$ cat config.mk
export PLATFORM = sky130hd
export DESIGN_NAME = joystick_axis_conditioner
export DESIGN_NICKNAME = d
export VERILOG_FILES = /design/src/rtl/jac_pkg.sv /design/src/rtl/joystick_axis_conditioner.sv
export SDC_FILE = /design/constraint.sdc
export NUM_CORES = 1
export LEC_CHECK = 0
export BUFFER_PORTS_ARGS = -buffer_cell sky130_fd_sc_hd__buf_2
export CORE_UTILIZATION = 50
export CTS_CLUSTER_DIAMETER = 80
export DETAILED_ROUTE_END_ITERATION = 7
export PLACE_DENSITY = 0.71
export REMOVE_ABC_BUFFERS = 1
export SYNTH_ARGS = -nofsm -noshare
export SYNTH_HDL_FRONTEND = slang
export SYNTH_SLANG_ARGS = --single-unit
$ cat constraint.sdc
create_clock -name clk -period 12.08 [get_ports clk]
set_clock_uncertainty 0.05 [all_clocks]
set_input_delay 0.604 -clock clk [delete_from_list [all_inputs] [get_ports clk]]
set_output_delay 0.604 -clock clk [all_outputs]
set_load 0.005 [all_outputs]
$ cat src/rtl/jac_pkg.sv
// Types, constants and codes shared by the joystick axis conditioner.
package jac_pkg;

  localparam int unsigned CodeW   = 12;
  localparam int unsigned AxisW   = 16;
  localparam int unsigned DbW     = 15;
  localparam int unsigned CfgIdxW = 2;
  localparam int unsigned CfgW    = 15;
  localparam int unsigned QuoW    = 15;

  localparam logic [CodeW-1:0] CodeMax      = 12'd4095;
  localparam logic [CodeW-1:0] CenterReset  = 12'd2048;
  localparam logic [DbW-1:0]   DbReset      = 15'd800;
  localparam logic [QuoW-1:0]  FullScale    = 15'd16384;
  localparam logic [13:0]      AlphaQ16     = 14'd13107;
  localparam logic [3:0]       DivLastStep  = 4'd14;

  typedef enum logic [CfgIdxW-1:0] {
    CFG_CENTER   = 2'd0,
    CFG_DEADBAND = 2'd1,
    CFG_INV_X    = 2'd2,
    CFG_INV_Y    = 2'd3
  } cfg_idx_t;

  typedef enum logic [5:0] {
    S_IDLE = 6'b000001,
    S_LOAD = 6'b000010,
    S_DIV  = 6'b000100,
    S_MUL  = 6'b001000,
    S_FILT = 6'b010000,
    S_DONE = 6'b100000
  } state_t;

  typedef struct packed {
    logic [CodeW-1:0] x_code;
    logic [CodeW-1:0] y_code;
  } in_word_t;

  typedef struct packed {
    logic signed [AxisW-1:0] x_axis;
    logic signed [AxisW-1:0] y_axis;
  } out_word_t;

endpackage

$ cat src/rtl/joystick_axis_conditioner.sv
// Two-axis joystick conditioner: center normalize, clamp, invert, low-pass, deadband.
//
//   channel | ports                         | word
//   --------+-------------------------------+--------------------------------
//   input   | in_valid, in_ready, in_data   | x_code, y_code (12 bit unsigned)
//   output  | out_valid, out_ready, out_data| x_axis, y_axis (16 bit signed)
//   config  | cfg_we, cfg_index, cfg_wdata  | center, deadband, invert x/y
//
// Each accepted word is processed per axis, X then Y: setup, 15 steps of the
// shared restoring divider, multiply, filter update; then one output load, at
// which the sequencer returns to idle. A new word is accepted only after the
// previous one has been loaded into the output register.
// in_ready is high only while the sequencer is idle. A finished word waits in
// the output register; a second finished word holds in the last state until
// the first is taken. Synchronous reset loads the register defaults and
// clears both filter states.
module joystick_axis_conditioner (
  input  logic                                 clk,
  input  logic                                 rst_n,
  input  logic                                 in_valid,
  output logic                                 in_ready,
  input  jac_pkg::in_word_t                    in_data,
  output logic                                 out_valid,
  input  logic                                 out_ready,
  output jac_pkg::out_word_t                   out_data,
  input  logic                                 cfg_we,
  input  logic [jac_pkg::CfgIdxW-1:0]          cfg_index,
  input  logic [jac_pkg::CfgW-1:0]             cfg_wdata
);

  // Configuration registers.
  logic [jac_pkg::CodeW-1:0] center_r;
  logic [jac_pkg::DbW-1:0]   deadband_r;
  logic                      inv_x_r;
  logic                      inv_y_r;

  // Sequencer and datapath registers.
  jac_pkg::state_t            state_r, state_nxt;
  jac_pkg::in_word_t          in_hold_r;
  logic                       axis_r;          // 0: X, 1: Y
  logic [12:0]                rem_r;
  logic [jac_pkg::CodeW-1:0]  div_r;
  logic [jac_pkg::QuoW-1:0]   quo_r;
  logic [3:0]                 cnt_r;
  logic                       neg_r;
  logic signed [31:0]         prod_r;
  logic signed [jac_pkg::AxisW-1:0] x_filt_r, y_filt_r;
  logic                       out_valid_r;
  jac_pkg::out_word_t         out_data_r;

  // Setup for the current axis.
  logic [jac_pkg::CodeW-1:0]  code_w;
  logic                       ge_w;
  logic [jac_pkg::CodeW-1:0]  mag_w;
  logic [jac_pkg::CodeW-1:0]  divisor_w;
  logic                       inv_w;

  // Divider step.
  logic                       take_w;
  logic [12:0]                rem_sub_w;

  // Normalized value and filter.
  logic [jac_pkg::QuoW-1:0]   q_w;
  logic signed [jac_pkg::AxisW-1:0] n_w;
  logic signed [jac_pkg::AxisW-1:0] cur_state_w;
  logic signed [16:0]         e_w;
  logic signed [31:0]         prod_nxt;
  logic signed [16:0]         step_w;
  logic signed [16:0]         s_w;
  logic signed [16:0]         db_w;
  logic signed [jac_pkg::AxisW-1:0] s_final_w;
  logic                       out_free_w;

  assign in_ready  = (state_r == jac_pkg::S_IDLE);
  assign out_valid = out_valid_r;
  assign out_data  = out_data_r;
  assign out_free_w = !out_valid_r || out_ready;

  always_comb begin
    code_w    = axis_r ? in_hold_r.y_code : in_hold_r.x_code;
    inv_w     = axis_r ? inv_y_r : inv_x_r;
    ge_w      = (code_w >= center_r);
    mag_w     = ge_w ? (code_w - center_r) : (center_r - code_w);
    divisor_w = ge_w ? (jac_pkg::CodeMax - center_r) : center_r;
  end

  // Restoring step: compare, subtract when it fits.
  assign take_w    = (rem_r >= {1'b0, div_r});
  assign rem_sub_w = take_w ? (rem_r - {1'b0, div_r}) : rem_r;

  always_comb begin
    // A zero divisor only meets a zero offset; read it as zero.
    if (div_r == '0) begin
      q_w = '0;
    end else if (quo_r > jac_pkg::FullScale) begin
      q_w = jac_pkg::FullScale;
    end else begin
      q_w = quo_r;
    end
    n_w         = neg_r ? -$signed({1'b0, q_w}) : $signed({1'b0, q_w});
    cur_state_w = axis_r ? y_filt_r : x_filt_r;
    e_w         = 17'(n_w) - 17'(cur_state_w);
    prod_nxt    = e_w * $signed({1'b0, jac_pkg::AlphaQ16});
    // Arithmetic shift floors toward minus infinity.
    step_w      = 17'(prod_r >>> 16);
    s_w         = 17'(cur_state_w) + step_w;
    db_w        = $signed({2'b00, deadband_r});
    if ((s_w > -db_w) && (s_w < db_w)) begin
      s_final_w = '0;
    end else begin
      s_final_w = s_w[jac_pkg::AxisW-1:0];
    end
  end

  always_comb begin
    state_nxt = state_r;
    case (state_r)
      jac_pkg::S_IDLE: if (in_valid) state_nxt = jac_pkg::S_LOAD;
      jac_pkg::S_LOAD: state_nxt = jac_pkg::S_DIV;
      jac_pkg::S_DIV:  if (cnt_r == jac_pkg::DivLastStep) state_nxt = jac_pkg::S_MUL;
      jac_pkg::S_MUL:  state_nxt = jac_pkg::S_FILT;
      jac_pkg::S_FILT: state_nxt = axis_r ? jac_pkg::S_DONE : jac_pkg::S_LOAD;
      jac_pkg::S_DONE: if (out_free_w) state_nxt = jac_pkg::S_IDLE;
      default:         state_nxt = jac_pkg::S_IDLE;
    endcase
  end

  // Configuration writes.
  always_ff @(posedge clk) begin
    if (!rst_n) begin
      center_r   <= jac_pkg::CenterReset;
      deadband_r <= jac_pkg::DbReset;
      inv_x_r    <= 1'b0;
      inv_y_r    <= 1'b0;
    end else if (cfg_we) begin
      case (jac_pkg::cfg_idx_t'(cfg_index))
        jac_pkg::CFG_CENTER:   center_r   <= cfg_wdata[jac_pkg::CodeW-1:0];
        jac_pkg::CFG_DEADBAND: deadband_r <= cfg_wdata[jac_pkg::DbW-1:0];
        jac_pkg::CFG_INV_X:    inv_x_r    <= cfg_wdata[0];
        jac_pkg::CFG_INV_Y:    inv_y_r    <= cfg_wdata[0];
        default: ;
      endcase
    end
  end

  // Control state.
  always_ff @(posedge clk) begin
    if (!rst_n) begin
      state_r     <= jac_pkg::S_IDLE;
      axis_r      <= 1'b0;
      cnt_r       <= '0;
      x_filt_r    <= '0;
      y_filt_r    <= '0;
      out_valid_r <= 1'b0;
    end else begin
      state_r <= state_nxt;
      // Load a finished word when the output frees up; drop valid once taken.
      if ((state_r == jac_pkg::S_DONE) && out_free_w) begin
        out_valid_r <= 1'b1;
      end else if (out_valid_r && out_ready) begin
        out_valid_r <= 1'b0;
      end
      case (state_r)
        jac_pkg::S_IDLE: begin
          axis_r <= 1'b0;
        end
        jac_pkg::S_LOAD: begin
          cnt_r <= '0;
        end
        jac_pkg::S_DIV: begin
          cnt_r <= cnt_r + 4'd1;
        end
        jac_pkg::S_FILT: begin
          // Store the deadband-zeroed value back as the filter state.
          if (axis_r) y_filt_r <= s_final_w;
          else        x_filt_r <= s_final_w;
          axis_r <= 1'b1;
        end
        default: ;
      endcase
    end
  end

  // Payload registers.
  always_ff @(posedge clk) begin
    case (state_r)
      jac_pkg::S_IDLE: begin
        if (in_valid) in_hold_r <= in_data;
      end
      jac_pkg::S_LOAD: begin
        rem_r <= {1'b0, mag_w};
        div_r <= divisor_w;
        quo_r <= '0;
        neg_r <= (!ge_w) ^ inv_w;
      end
      jac_pkg::S_DIV: begin
        // Shift in one quotient bit; advance the partial remainder.
        quo_r <= {quo_r[jac_pkg::QuoW-2:0], take_w};
        rem_r <= {rem_sub_w[11:0], 1'b0};
      end
      jac_pkg::S_MUL: begin
        prod_r <= prod_nxt;
      end
      jac_pkg::S_DONE: begin
        if (out_free_w) begin
          out_data_r.x_axis <= x_filt_r;
          out_data_r.y_axis <= y_filt_r;
        end
      end
      default: ;
    endcase
  end

endmodule
# --- Yosys cells after proc, flatten, opt, wreduce, memory -nomap -nowiden ---
# Cells that the tools add are included.
word_totals:
  register_bits: 202
  input_bits: 46
  output_inout_bits: 34
  elab_cells: 90
classes:
  add_sub_neg: 9
  multipliers: 1
  magnitude_cmp: 5
  eq_ne: 13
  mux: 21
  bitwise: 2
  n_reduce_logical: 20
ops:
  columns: ["cell", "count"]
  rows:
  - ["2-to-1 mux 12 bit", 4]
  - ["2-to-1 mux 16 bit", 3]
  - ["one-hot mux 6 bit (6 select lines)", 1]
  - ["subtractor 12 bit", 3]
  - ["multiplier 17 x 15 -> 32 bit (second input constant)", 1]
  - ["2-to-1 mux 15 bit", 2]
  - ["one-hot mux 15 bit (2 select lines)", 1]
  - ["one-hot mux 13 bit (2 select lines)", 1]
  - ["2-to-1 mux 6 bit", 4]
  - ["adder 16 x 16 -> 17 bit", 1]
  - ["> comparator 17 bit", 1]
  - ["< comparator 17 x 16 -> 1 bit", 1]
  - ["negation 15 -> 17 bit", 1]
  - ["subtractor 16 x 16 -> 17 bit", 1]
  - ["negation 15 -> 16 bit", 1]
  - ["AND reduction 2 bit", 8]
  - ["> comparator 15 bit (second input constant)", 1]
  - ["greater-or-equal comparator 13 x 12 -> 1 bit", 1]
  - ["greater-or-equal comparator 12 bit", 1]
  - ["zero test 12 bit", 1]
  - ["subtractor 12 bit (first input constant)", 1]
  - ["one-hot mux 4 bit (2 select lines)", 1]
  - ["== test 6 x 1 -> 1 bit (second input constant)", 1]
  - ["== test 6 x 2 -> 1 bit (second input constant)", 1]
  - ["19 further kinds", 29]

# --- Depth between registers and ports, before layout ---
# Gate-level depths: netlist of the first run.
logic_depth:
  depth_word: 7
  ltp_mapped: 45
  ltp_nobuf: 44

# --- Worst setup path before layout of the first run ---
# No wires, ideal clock.
synth_timing:
  kind: "reg2reg"
  from: "register quo_r[3] (netlist bit)"
  to: "register prod_r[26] (data pin)"
  setup_ns: 0.258
  arrival_ns: 8.954
  path_slack_ns: 2.818
  stages_incl_launch_ff: 42
  n_path_buf: 2
  synth_period_minus_slack_ns: 9.262
  path_cell_list: "edfxtp_1 nor4_1 nand2b_1 nor4_1 nand2_1 nand2_1 and2_1 clkbuf_1 nand2_1 ha_1 nand2_1 o21ai_0 inv_1 fa_1 nor2b_1 o31a_1 o21ai_0 a311o_1 (+6 left out) inv_1 ha_1 inv_1 fa_1 fa_1 inv_1 fa_1 ha_1 o21a_1 o2111ai_1 a211oi_1 o31ai_1 o211a_1 nand2b_1 a211o_1 a31o_2 a21oi_1 xnor2_1"
synth_via:
  elab_chain_cells: 7
synth_lines:
  columns: ["element", "line", "rtl"]
  rows:
  - ["start: declaration", "joystick_axis_conditioner.sv:43", "logic [jac_pkg::QuoW-1:0] quo_r;"]
  - ["start signal: assignment", "joystick_axis_conditioner.sv:198", "quo_r <= {quo_r[jac_pkg::QuoW-2:0], take_w};"]
  - ["> comparator 15 bit", "joystick_axis_conditioner.sv:95", "end else if (quo_r > jac_pkg::FullScale) begin"]
  - ["2-to-1 mux 15 bit (*)", "joystick_axis_conditioner.sv:95", null]
  - ["2-to-1 mux 15 bit (*)", "joystick_axis_conditioner.sv:93", "if (div_r == '0) begin"]
  - ["negation 15 -> 16 bit", "joystick_axis_conditioner.sv:100", "n_w = neg_r ? -$signed({1'b0, q_w}) : $signed({1'b0, q_w});"]
  - ["2-to-1 mux 16 bit (*)", "joystick_axis_conditioner.sv:100", null]
  - ["subtractor 16 x 16 -> 17 bit (*)", "joystick_axis_conditioner.sv:102", "e_w = 17'(n_w) - 17'(cur_state_w);"]
  - ["multiplier 17 x 15 -> 32 bit (*)", "joystick_axis_conditioner.sv:103", "prod_nxt = e_w * $signed({1'b0, jac_pkg::AlphaQ16});"]
  - ["named net prod_nxt[26]", "joystick_axis_conditioner.sv:67", "logic signed [31:0] prod_nxt;"]
  - ["end signal: assignment", "joystick_axis_conditioner.sv:202", "prod_r <= prod_nxt;"]
  - ["end: declaration", "joystick_axis_conditioner.sv:46", "logic signed [31:0] prod_r;"]
# Mark *: on every way through the listed nets, which the timed path passes. The rest lies on a longest branch.
# A chain may end at the register's enable or synchronous reset.

# --- Worst setup path after layout of the first run ---
# Ends and elaborated chain as after synthesis.

==> flow_summary_export.csv, run 1 <==
group,metric,value,unit
drt,wl_per_cell,17.4,um
timing,fin_crit_sh,84.6,%
drt,ant_nets,0,
synthesis,synth_top_area_share,21.4,%
timing,tns,0,ns
global_routing,busiest_layer,"met2",
cts,cts_tree,"done",
cts,clk_pin_slew,0.07,ns
placed_design,dpl_worst_slack,2.03,ns
floorplan,start_util,51.3,%
finish,drive_above_1_share,8.84,%
worst_setup_path,cp_slowest_stage_delay,0.83,ns
worst_setup_path,cp_max_fo,9,
worst_setup_path,critPathCaptureType,"register",
timing,fin_hold_ws,0.286,ns
finish,final_common_cell,"inv_1",
timing,fmax,97.8,MHz
floorplan,coreArea,30800,um2
power,ir_worst_vdd,232,uV
worst_setup_path,reg2reg_to,"prod_r[26]",
placed_design,placedCellCount,2084,
timing,maxSlewViolCount,0,
timing,period_minus_slack,10.23,ns
worst_hold_path,hold_start,"in_data[17]",
synthesis,ys_types,84,
status,violations,"DRC",
drt,viasPerCell,5.68,
timing,hold_viol_final,0,
cts,htree_levels,4,
floorplan,rows,64,
cts,cts_hold_buf,0,
worst_setup_path,crit_slowest_cell,"xnor2_1",
synthesis,yosys.area.top_type,"edfxtp_1",
global_routing,grt_max_degree,39,
global_routing,first_global_vias,11910,
floorplan,pin_count,80,
global_routing,antenna_found_initial,0,
worst_hold_path,min_to,"in_hold_r[17]",
drt,drt-total-wl,36900,um
finish,design_area,17200,um2
floorplan,fp.dieH,180,um
placed_design,port_buffers,79,
floorplan,fp.dieW,180,um
run,maxCapViolCount,0,
worst_setup_path,reg2reg_depth,38,
finish,n_antenna_cell,0,
global_routing,grt_util_met3,2.86,%
cts,clk_path_buf_depth,2,
synthesis,yosys_warnings,0,
finish,fin_cells,2116,
drt,drt-pass1-iter-count,7,
placed_design,dpl_cell_area,16600,um2
drt,vias,12025,
power,p_leak,7.87,nW
synthesis,syn_area,15800,um2
worst_hold_path,hold_path_class,"in -> reg",
synthesis,syn-instance-count,1641,
global_routing,grt_use_total,23.5,%
finish,syn2layout_area_growth,8.41,%
synthesis,async_reset_ff_share,0,%
finish,nNetsFinal,2033,
floorplan,dieArea,32400,um2
timing,relSlewSlack,23.3,%
timing,rsz0062_at_grt,"false",
synthesis,seq_area_frac_synth,30.7,%
cts,cts_setup_buffers,0,
global_routing,grt_remaining_overflow,0,
worst_setup_path,cp.required,12.23,ns
cts,cts_resized,0,
worst_setup_path,start_kind,"register",
timing,setup_ws,1.85,ns
cts,cts_sinks,186,
synthesis,synth_seq_cells,186,
drt,drt_iter0_drc,961,
synthesis,synth_area_leaders,"edfxtp_1 21%, ha_1 16%, fa_1 9.7%, dfxtp_1 9.2%, inv_1 5.6%",
finish,nFillCells,2703,
placed_design,gp_congestion,0.927,
synthesis,syn_area_per_cell,9.64,um2
worst_setup_path,crit_arrival,10.37,ns
worst_setup_path,r2r-start,"quo_r[3]",
status,status,"finished, violations left",
timing,worst_pin_slew,1.15,ns
worst_setup_path,reg2reg_slack,1.85,ns
synthesis,synth_ff_type,"edfxtp_1",
global_routing,grt_use_met2,39.0,%
cts,clock_latency,0.44,ns
timing,setup_viol,0,
cts,ctsRootBufferMaster,"clkbuf_16",
finish,final_cell_mix,"238 x inv_1, 203 x ha_1, 118 x nand2_1, 116 x a21oi_1, 113 x edfxtp_1",
global_routing,grt_pass1_wl,61000,um
worst_setup_path,critPathKind,"reg -> reg",
synthesis,synth_edf_count,113,
finish,utilization,55.6,%
placed_design,dpl.hpwl,29300,um
global_routing,use_met1,31.8,%
worst_hold_path,hold_depth,1,
power,power.density,256,nW/um2
power,power,4.39,mW
cts,cts_buffers,17,
drt,drc,8,
state kept, by name, indices dropped and copies added (netlist names), 4 cells and up:
| register | flops |
|---|---|
| center_r | 12 |
| cnt_r | 4 |
| deadband_r | 15 |
| div_r | 12 |
| in_hold_r | 24 |
| out_data | 32 |
| prod_r | 16 |
| quo_r | 15 |
| rem_r | 13 |
| state_r | 6 |
| x_filt_r | 16 |
| y_filt_r | 16 |
cell type report:
type | count | area [um2] | area share (%)
clock inverter | 12 | 131 | 0.766
multi-input combinational | 1174 | 9870 | 57.5
inverter | 239 | 897 | 5.23
timing repair buffer | 89 | 470 | 2.74
tap | 396 | 495 | 2.89
clock buffer | 20 | 437 | 2.55
sequential | 186 | 4860 | 28.3
cells in the mapped netlist (all sizes together), types with 6 or more instances:
library cell / number
a211oi: 8
a21o: 32
a21oi: 117
a31oi: 7
a32o: 30
and2: 22
buf: 11
clkbuf: 30
dfxtp: 73
edfxtp: 113
fa: 77
ha: 203
inv: 239
mux2i: 39
nand2: 118
nand2b: 20
nand3: 22
nand3b: 6
nand4: 14
nor2: 77
nor2b: 24
nor3: 22
nor4: 14
o211ai: 8
o21a: 19
o21ai: 63
o21bai: 7
o31ai: 9
xnor2: 87
xor2: 50
worst max-delay path by stage:
stage / startpoint / end / slack, ns / cells after the start
2_1_floorplan: quo_r[3] / prod_r[26] / 2.18 / 38
3_3_place_gp: quo_r[3] / prod_r[26] / 2.23 / 37
3_5_place_dp: quo_r[3] / prod_r[26] / 2.03 / 38
4_1_cts: quo_r[3] / prod_r[26] / 1.99 / 38
5_1_grt: quo_r[3] / prod_r[26] / 1.16 / 38
6_report: quo_r[3] / prod_r[26] / 1.85 / 38
worst max-delay path: cells and delay by family (launching register included):
| family | cells | cell delay [ns] |
|---|---|---|
| AO/OA/AOI/OAI | 13 | 2.64 |
| XOR/XNOR | 3 | 1.26 |
| adder cells (fa/ha/maj) | 8 | 3.35 |
| buffers and inverters | 3 | 0.16 |
| flip-flops | 1 | 0.47 |
| AND/OR/NAND/NOR | 11 | 2.03 |
metal layers:
metal  share of wire, %  up-vias  routed length (um)
li1                   -     5830                   -
met1                 46     5801               16900
met2                 47      344               17300
met3                4.7       50                1740
met4                2.5        0                 926
met5                  0        -                   0
where the power goes:
group,leakage [nW],switching [mW],internal (mW)
Combinational,5.91,1.66,1.32
Clock,0.273,0.260,0.292
Sequential,1.69,0.0115,0.853
Total,7.87,1.93,2.46
cell families after synthesis:
group | share of synthesized area [%]
xor gates and xnor gates | 7.58
buffers and inverters | 7.09
and+or+nand+nor | 11.7
muxes | 2.75
AOI/OAI and AO/OA | 14.4
DFF | 30.7
adders and majority gates | 25.8
Power figures use the tool's default switching activity.
==> run 2: changes to the inputs <==
==> constraint.sdc (replaced) <==
create_clock -name clk -period 10.55 [get_ports clk]
set_clock_uncertainty 0.05 [all_clocks]
set_input_delay 0.5275 -clock clk [delete_from_list [all_inputs] [get_ports clk]]
set_output_delay 0.5275 -clock clk [all_outputs]
set_load 0.005 [all_outputs]
==> run 2 against run 1 <==
- the flow still finishes with violations (DRC)
- via count down 0.57%
- total power rose by 17%
- flip-flop and latch count did not move
- largest power group unchanged
==> flow_summary_export.csv, run 2 (synthesized netlist as in run 1, its figures left out) <==
group,metric,value,unit
cts,cts_buffers,17,
finish,nFillCells,2697,
finish,syn2layout_area_growth,9.00,%
drt,drc,8,
finish,final_common_cell,"inv_1",
cts,cts_sinks,186,
cts,ctsRootBufferMaster,"clkbuf_16",
global_routing,antenna_found_initial,0,
global_routing,grt_max_degree,38,
finish,final_cell_mix,"238 x inv_1, 203 x ha_1, 118 x nand2_1, 116 x a21oi_1, 113 x edfxtp_1",
finish,multi_input_area,9900,um2
finish,largest_register_ff_count,32,
placed_design,placedCellCount,2089,
worst_hold_path,hold_path_class,"in -> reg",
floorplan,coreArea,30800,um2
finish,n_antenna_cell,0,
cts,cts_tree,"done",
timing,fmax,102,MHz
floorplan,start_util,51.3,%
worst_setup_path,cp_max_fo,9,
finish,regArea,4860,um2
cts,htree_levels,4,
worst_setup_path,critPathCaptureType,"register",
timing,hold_viol_final,0,
drt,drt-pass1-iter-count,7,
status,violations,"DRC",
floorplan,pin_count,80,
cts,clock_latency,0.44,ns
global_routing,first_global_vias,11942,
timing,tns,0,ns
timing,fin_crit_sh,93.1,%
power,p_leak,7.93,nW
drt,ant_nets,0,
timing,fin_hold_ws,0.212,ns
finish,drive_above_1_share,9.51,%
worst_setup_path,crit_arrival,9.97,ns
finish,fin_cells,2121,
timing,worst_pin_slew,1.06,ns
floorplan,dieArea,32400,um2
drt,vias,11957,
placed_design,gp_congestion,0.950,
cts,clk_path_buf_depth,2,
worst_setup_path,cp_common_cell,"ha_1",
drt,wl_per_cell,17.6,um
timing,maxSlewViolCount,0,
worst_setup_path,crit_slowest_cell,"fa_1",
floorplan,fp.dieW,180,um
placed_design,dpl.hpwl,29800,um
worst_setup_path,cp.required,10.70,ns
power,power.density,298,nW/um2
status,status,"finished, violations left",
power,ir_worst_vdd,702,uV
timing,setup_viol,0,
worst_setup_path,cp_slowest_stage_delay,0.55,ns
worst_setup_path,cpLargestDelayFamily,"adder cells",
cts,cts_hold_buf,0,
global_routing,grt_use_total,23.7,%
worst_setup_path,start_kind,"register",
global_routing,grt_pass1_wl,61300,um
floorplan,rows,64,
timing,period_minus_slack,9.82,ns
timing,rsz0062_at_grt,"false",
worst_setup_path,critPathKind,"reg -> reg",
timing,relSlewSlack,29.2,%
floorplan,fp.dieH,180,um
finish,nNetsFinal,2038,
drt,viasPerCell,5.64,
finish,utilization,55.9,%
drt,drt_iter0_drc,961,
cts,clk_pin_slew,0.08,ns
drt,drt-total-wl,37300,um
global_routing,grt_remaining_overflow,0,
worst_setup_path,critPathBufInv,2,
placed_design,port_buffers,79,
run,maxCapViolCount,0,
==> run 2: cell types whose count changed in the layout (fill, tap and decap cells not counted), moves of 2 or more <==
cell / change
clkbuf_1: -3
xnor2_2: +3
xnor2_1: -3
buf_4: +5
inv_8: +2
==> run 2: power by group <==
| part | switching [mW] | internal [mW] | total, mW |
|---|---|---|---|
| logic | 1.98 | 1.52 | 3.50 |
| clock network | 0.311 | 0.339 | 0.651 |
| registers | 0.0130 | 0.977 | 0.990 |
==> run 2: path summary, 6_finish.rpt <==
| check | from | to | slack, ns | cells after the start |
|---|---|---|---|---|
| setup reg to reg | quo_r[3] | prod_r[26] | 0.73 | 39 |
| setup / recovery | quo_r[3] | prod_r[26] | 0.73 | 39 |
| hold reg to reg | y_filt_r[9] | out_data[9] | 0.41 | 0 |
| hold / removal | in_data[11] | in_hold_r[11] | 0.21 | 1 |
==> run 2: stage by stage <==
stage	setup WS [ns]	power [mW]	area (um2)
after floorplan	0.648	3.70	15600
after global placement	0.883	4.39	16600
after detailed placement	0.706	4.48	16600
after CTS	0.675	5.15	17200
after global routing	0.0101	5.68	17200
final	0.729	5.14	17200
==> run 2: metal layers <==
metal	track usage (%)	wire length [um]	vias to the layer above
met5	0	0	-
met4	7.24	837	0
met3	2.51	1380	41
met2	40.6	18000	276
met1	31.6	17100	5808
li1	-	-	5832
==> run 2: worst reg2reg max path, delay by kind of cell (launching register included) <==
family / cells / cell delay, ns
AOI/OAI and AO/OA: 13 / 2.75
xor gates and xnor gates: 3 / 0.76
adders and majority gates: 9 / 3.52
buffers and inverters: 2 / 0.10
DFF: 1 / 0.47
and+or+nand+nor: 12 / 1.95
==> run 2: repair_timing <==
item / CTS / global route
endpoints found under the setup margin: 0 / 7
resized for setup: 0 / 4
setup buffers: 0 / 0
==> run 2: final cells by class <==
class / count / share of cell area, %
repair buffers: 94 / 2.95
inverters: 239 / 5.20
clock inverters: 15 / 0.979
clock buffers: 17 / 2.47
well taps: 396 / 2.87
flip-flops and latches: 186 / 28.2
multi-input cells: 1174 / 57.4
==> run 3: changes to the inputs <==
--- a/config.mk
+++ b/config.mk
@@ -6,10 +6,12 @@
 export NUM_CORES = 1
 export LEC_CHECK = 0
 export BUFFER_PORTS_ARGS = -buffer_cell sky130_fd_sc_hd__buf_2
+export CORE_MARGIN = 4
 export CORE_UTILIZATION = 50
 export CTS_CLUSTER_DIAMETER = 80
+export CTS_CLUSTER_SIZE = 20
 export DETAILED_ROUTE_END_ITERATION = 7
-export PLACE_DENSITY = 0.71
+export PLACE_DENSITY = 0.67
 export REMOVE_ABC_BUFFERS = 1
 export SYNTH_ARGS = -nofsm -noshare
 export SYNTH_HDL_FRONTEND = slang
==> run 3 against run 2 <==
- the flow now finishes without violations
- maximum frequency shrank 0.17%
- sequential share of layout area grew 0.12 points
- count of clock-buffer cells in the layout rose by 2
- flip-flop and latch count unchanged
- wire length decreased by 1.0%
- critical endpoint unchanged
==> flow_summary_export.csv, run 3 (synthesized netlist as in run 1, its figures left out) <==
group,metric,value,unit
worst_hold_path,hold_start,"in_data[5]",
cts,ctsRootBufferMaster,"clkbuf_16",
timing,fin_hold_ws,0.213,ns
cts,clock_latency,0.44,ns
cts,cts_hold_buf,0,
timing,setup_ws,0.712,ns
worst_setup_path,cp_slowest_stage_delay,0.66,ns
power,p_leak,7.89,nW
timing,relSlewSlack,29.2,%
worst_setup_path,reg2reg_to,"prod_r[26]",
floorplan,fp.dieH,186,um
finish,largest_register_ff_count,32,
global_routing,grt_max_degree,39,
run,maxCapViolCount,0,
floorplan,start_util,51.2,%
placed_design,dpl_worst_slack,0.619,ns
timing,hold_viol_final,0,
power,power.density,295,nW/um2
placed_design,dpl_cell_area,16600,um2
placed_design,placedCellCount,2088,
worst_setup_path,start_kind,"register",
worst_setup_path,cp_max_fo,9,
timing,setup_viol,0,
power,ir_worst_vdd,562,uV
worst_setup_path,r2r-start,"quo_r[3]",
timing,fin_crit_sh,93.3,%
drt,vias,11784,
timing,worst_pin_slew,1.06,ns
finish,nFillCells,2827,
floorplan,pin_count,80,
status,status,"finished clean",
finish,nNetsFinal,2037,
worst_setup_path,critPathCaptureType,"register",
finish,final_cell_mix,"238 x inv_1, 203 x ha_1, 118 x nand2_1, 116 x a21oi_1, 113 x edfxtp_1",
finish,syn2layout_area_growth,8.52,%
drt,ant_nets,0,
worst_setup_path,reg2reg_slack,0.71,ns
cts,htree_levels,4,
finish,drive_above_1_share,9.22,%
drt,wl_per_cell,17.4,um
worst_hold_path,min_to,"in_hold_r[5]",
placed_design,gp_congestion,0.900,
power,combPwrFrac,68.8,%
drt,viasPerCell,5.56,
finish,final_common_cell,"inv_1",
power,p_switching,2.27,mW
power,pwr-share-clk,11.7,%
drt,drt-total-wl,37000,um
floorplan,fp.dieW,186,um
timing,fmax,102,MHz
worst_setup_path,crit_path_start,"quo_r[3]",
worst_setup_path,cp.required,10.69,ns
timing,tns,0,ns
finish,design_area,17200,um2
worst_setup_path,critPathKind,"reg -> reg",
power,p_int,2.80,mW
global_routing,first_global_vias,11681,
drt,drt_iter0_drc,692,
power,swShare,44.7,%
finish,fin_cells,2120,
cts,clk_pin_slew,0.07,ns
drt,drc,0,
global_routing,grt_remaining_overflow,0,
cts,cts_buffers,17,
timing,period_minus_slack,9.84,ns
global_routing,grt_use_total,21.7,%
worst_setup_path,crit_arrival,9.98,ns
floorplan,rows,64,
worst_hold_path,hold_depth,1,
global_routing,grt_pass1_wl,59700,um
global_routing,antenna_found_initial,0,
cts,cts_sinks,186,
cts,clk_path_buf_depth,2,
worst_setup_path,crit_slowest_cell,"xnor2_1",
cts,cts_tree,"done",
worst_hold_path,hold_path_class,"in -> reg",
worst_setup_path,reg2reg_depth,40,
worst_setup_path,cp_common_cell,"ha_1",
placed_design,dpl.hpwl,29700,um
drt,drt-pass1-iter-count,7,
floorplan,dieArea,34600,um2
timing,maxSlewViolCount,0,
timing,rsz0062_at_grt,"false",
placed_design,port_buffers,79,
finish,n_antenna_cell,0,
power,p_seq_share,19.5,%
floorplan,coreArea,30900,um2
## run 3: area by class of cell
class	instances	area [um2]	area share, %
clock inverter	13	93.8	0.546
sequential	186	4860	28.3
multi-input combinational	1174	9900	57.6
timing repair buffer	93	500	2.91
tap	396	495	2.89
inverter	239	897	5.22
clock buffer	19	433	2.52
## run 3: power groups by stage
stage,logic (mW),clock network [mW],registers [mW]
after floorplan,2.70,0,1.00
after global placement,3.41,0,1.01
after detailed placement,3.47,0,1.01
after CTS,3.50,0.595,0.990
after global routing,4.04,0.627,0.992
final,3.48,0.591,0.990
## run 3: per-layer routing
metal,vias up,track usage (%),part of all wire [%]
li1,5816,-,-
met3,38,2.13,3.8
met5,-,0,0
met1,5677,30.1,47
met2,253,36.5,47
met4,0,5.92,2.1
## run 3: how the worst max path moves through the flow
stage          slack (ns)         end  cells after the start
3_3_place_gp         0.86  prod_r[26]                     39
3_5_place_dp         0.62  prod_r[26]                     37
5_1_grt              0.02  prod_r[26]                     40
4_1_cts              0.57  prod_r[26]                     39
2_1_floorplan        0.65  prod_r[26]                     38
6_report             0.71  prod_r[26]                     40
## run 3: repair_timing
| action | in CTS | in global routing |
|---|---|---|
| endpoints found under the hold margin | 0 | 0 |
| gates resized for setup | 0 | 4 |
| buffers inserted | 0 | 0 |
| endpoints found under the setup margin | 0 | 5 |
## run 3: critical path, delay by kind of cell (launching register included)
family | cells | cell delay [ns]
AO/OA/AOI/OAI | 14 | 2.46
XOR/XNOR | 2 | 0.75
adder cells (fa/ha/maj) | 9 | 3.66
buffers and inverters | 4 | 0.28
flip-flops | 1 | 0.47
AND/OR/NAND/NOR | 11 | 1.93
## run 3: stage by stage
stage                     power (mW)  util, %
after floorplan                 3.70        -
after global placement          4.42     53.8
after detailed placement        4.48     53.8
after CTS                       5.09     55.5
after global routing            5.66     55.6
final                           5.07     55.6
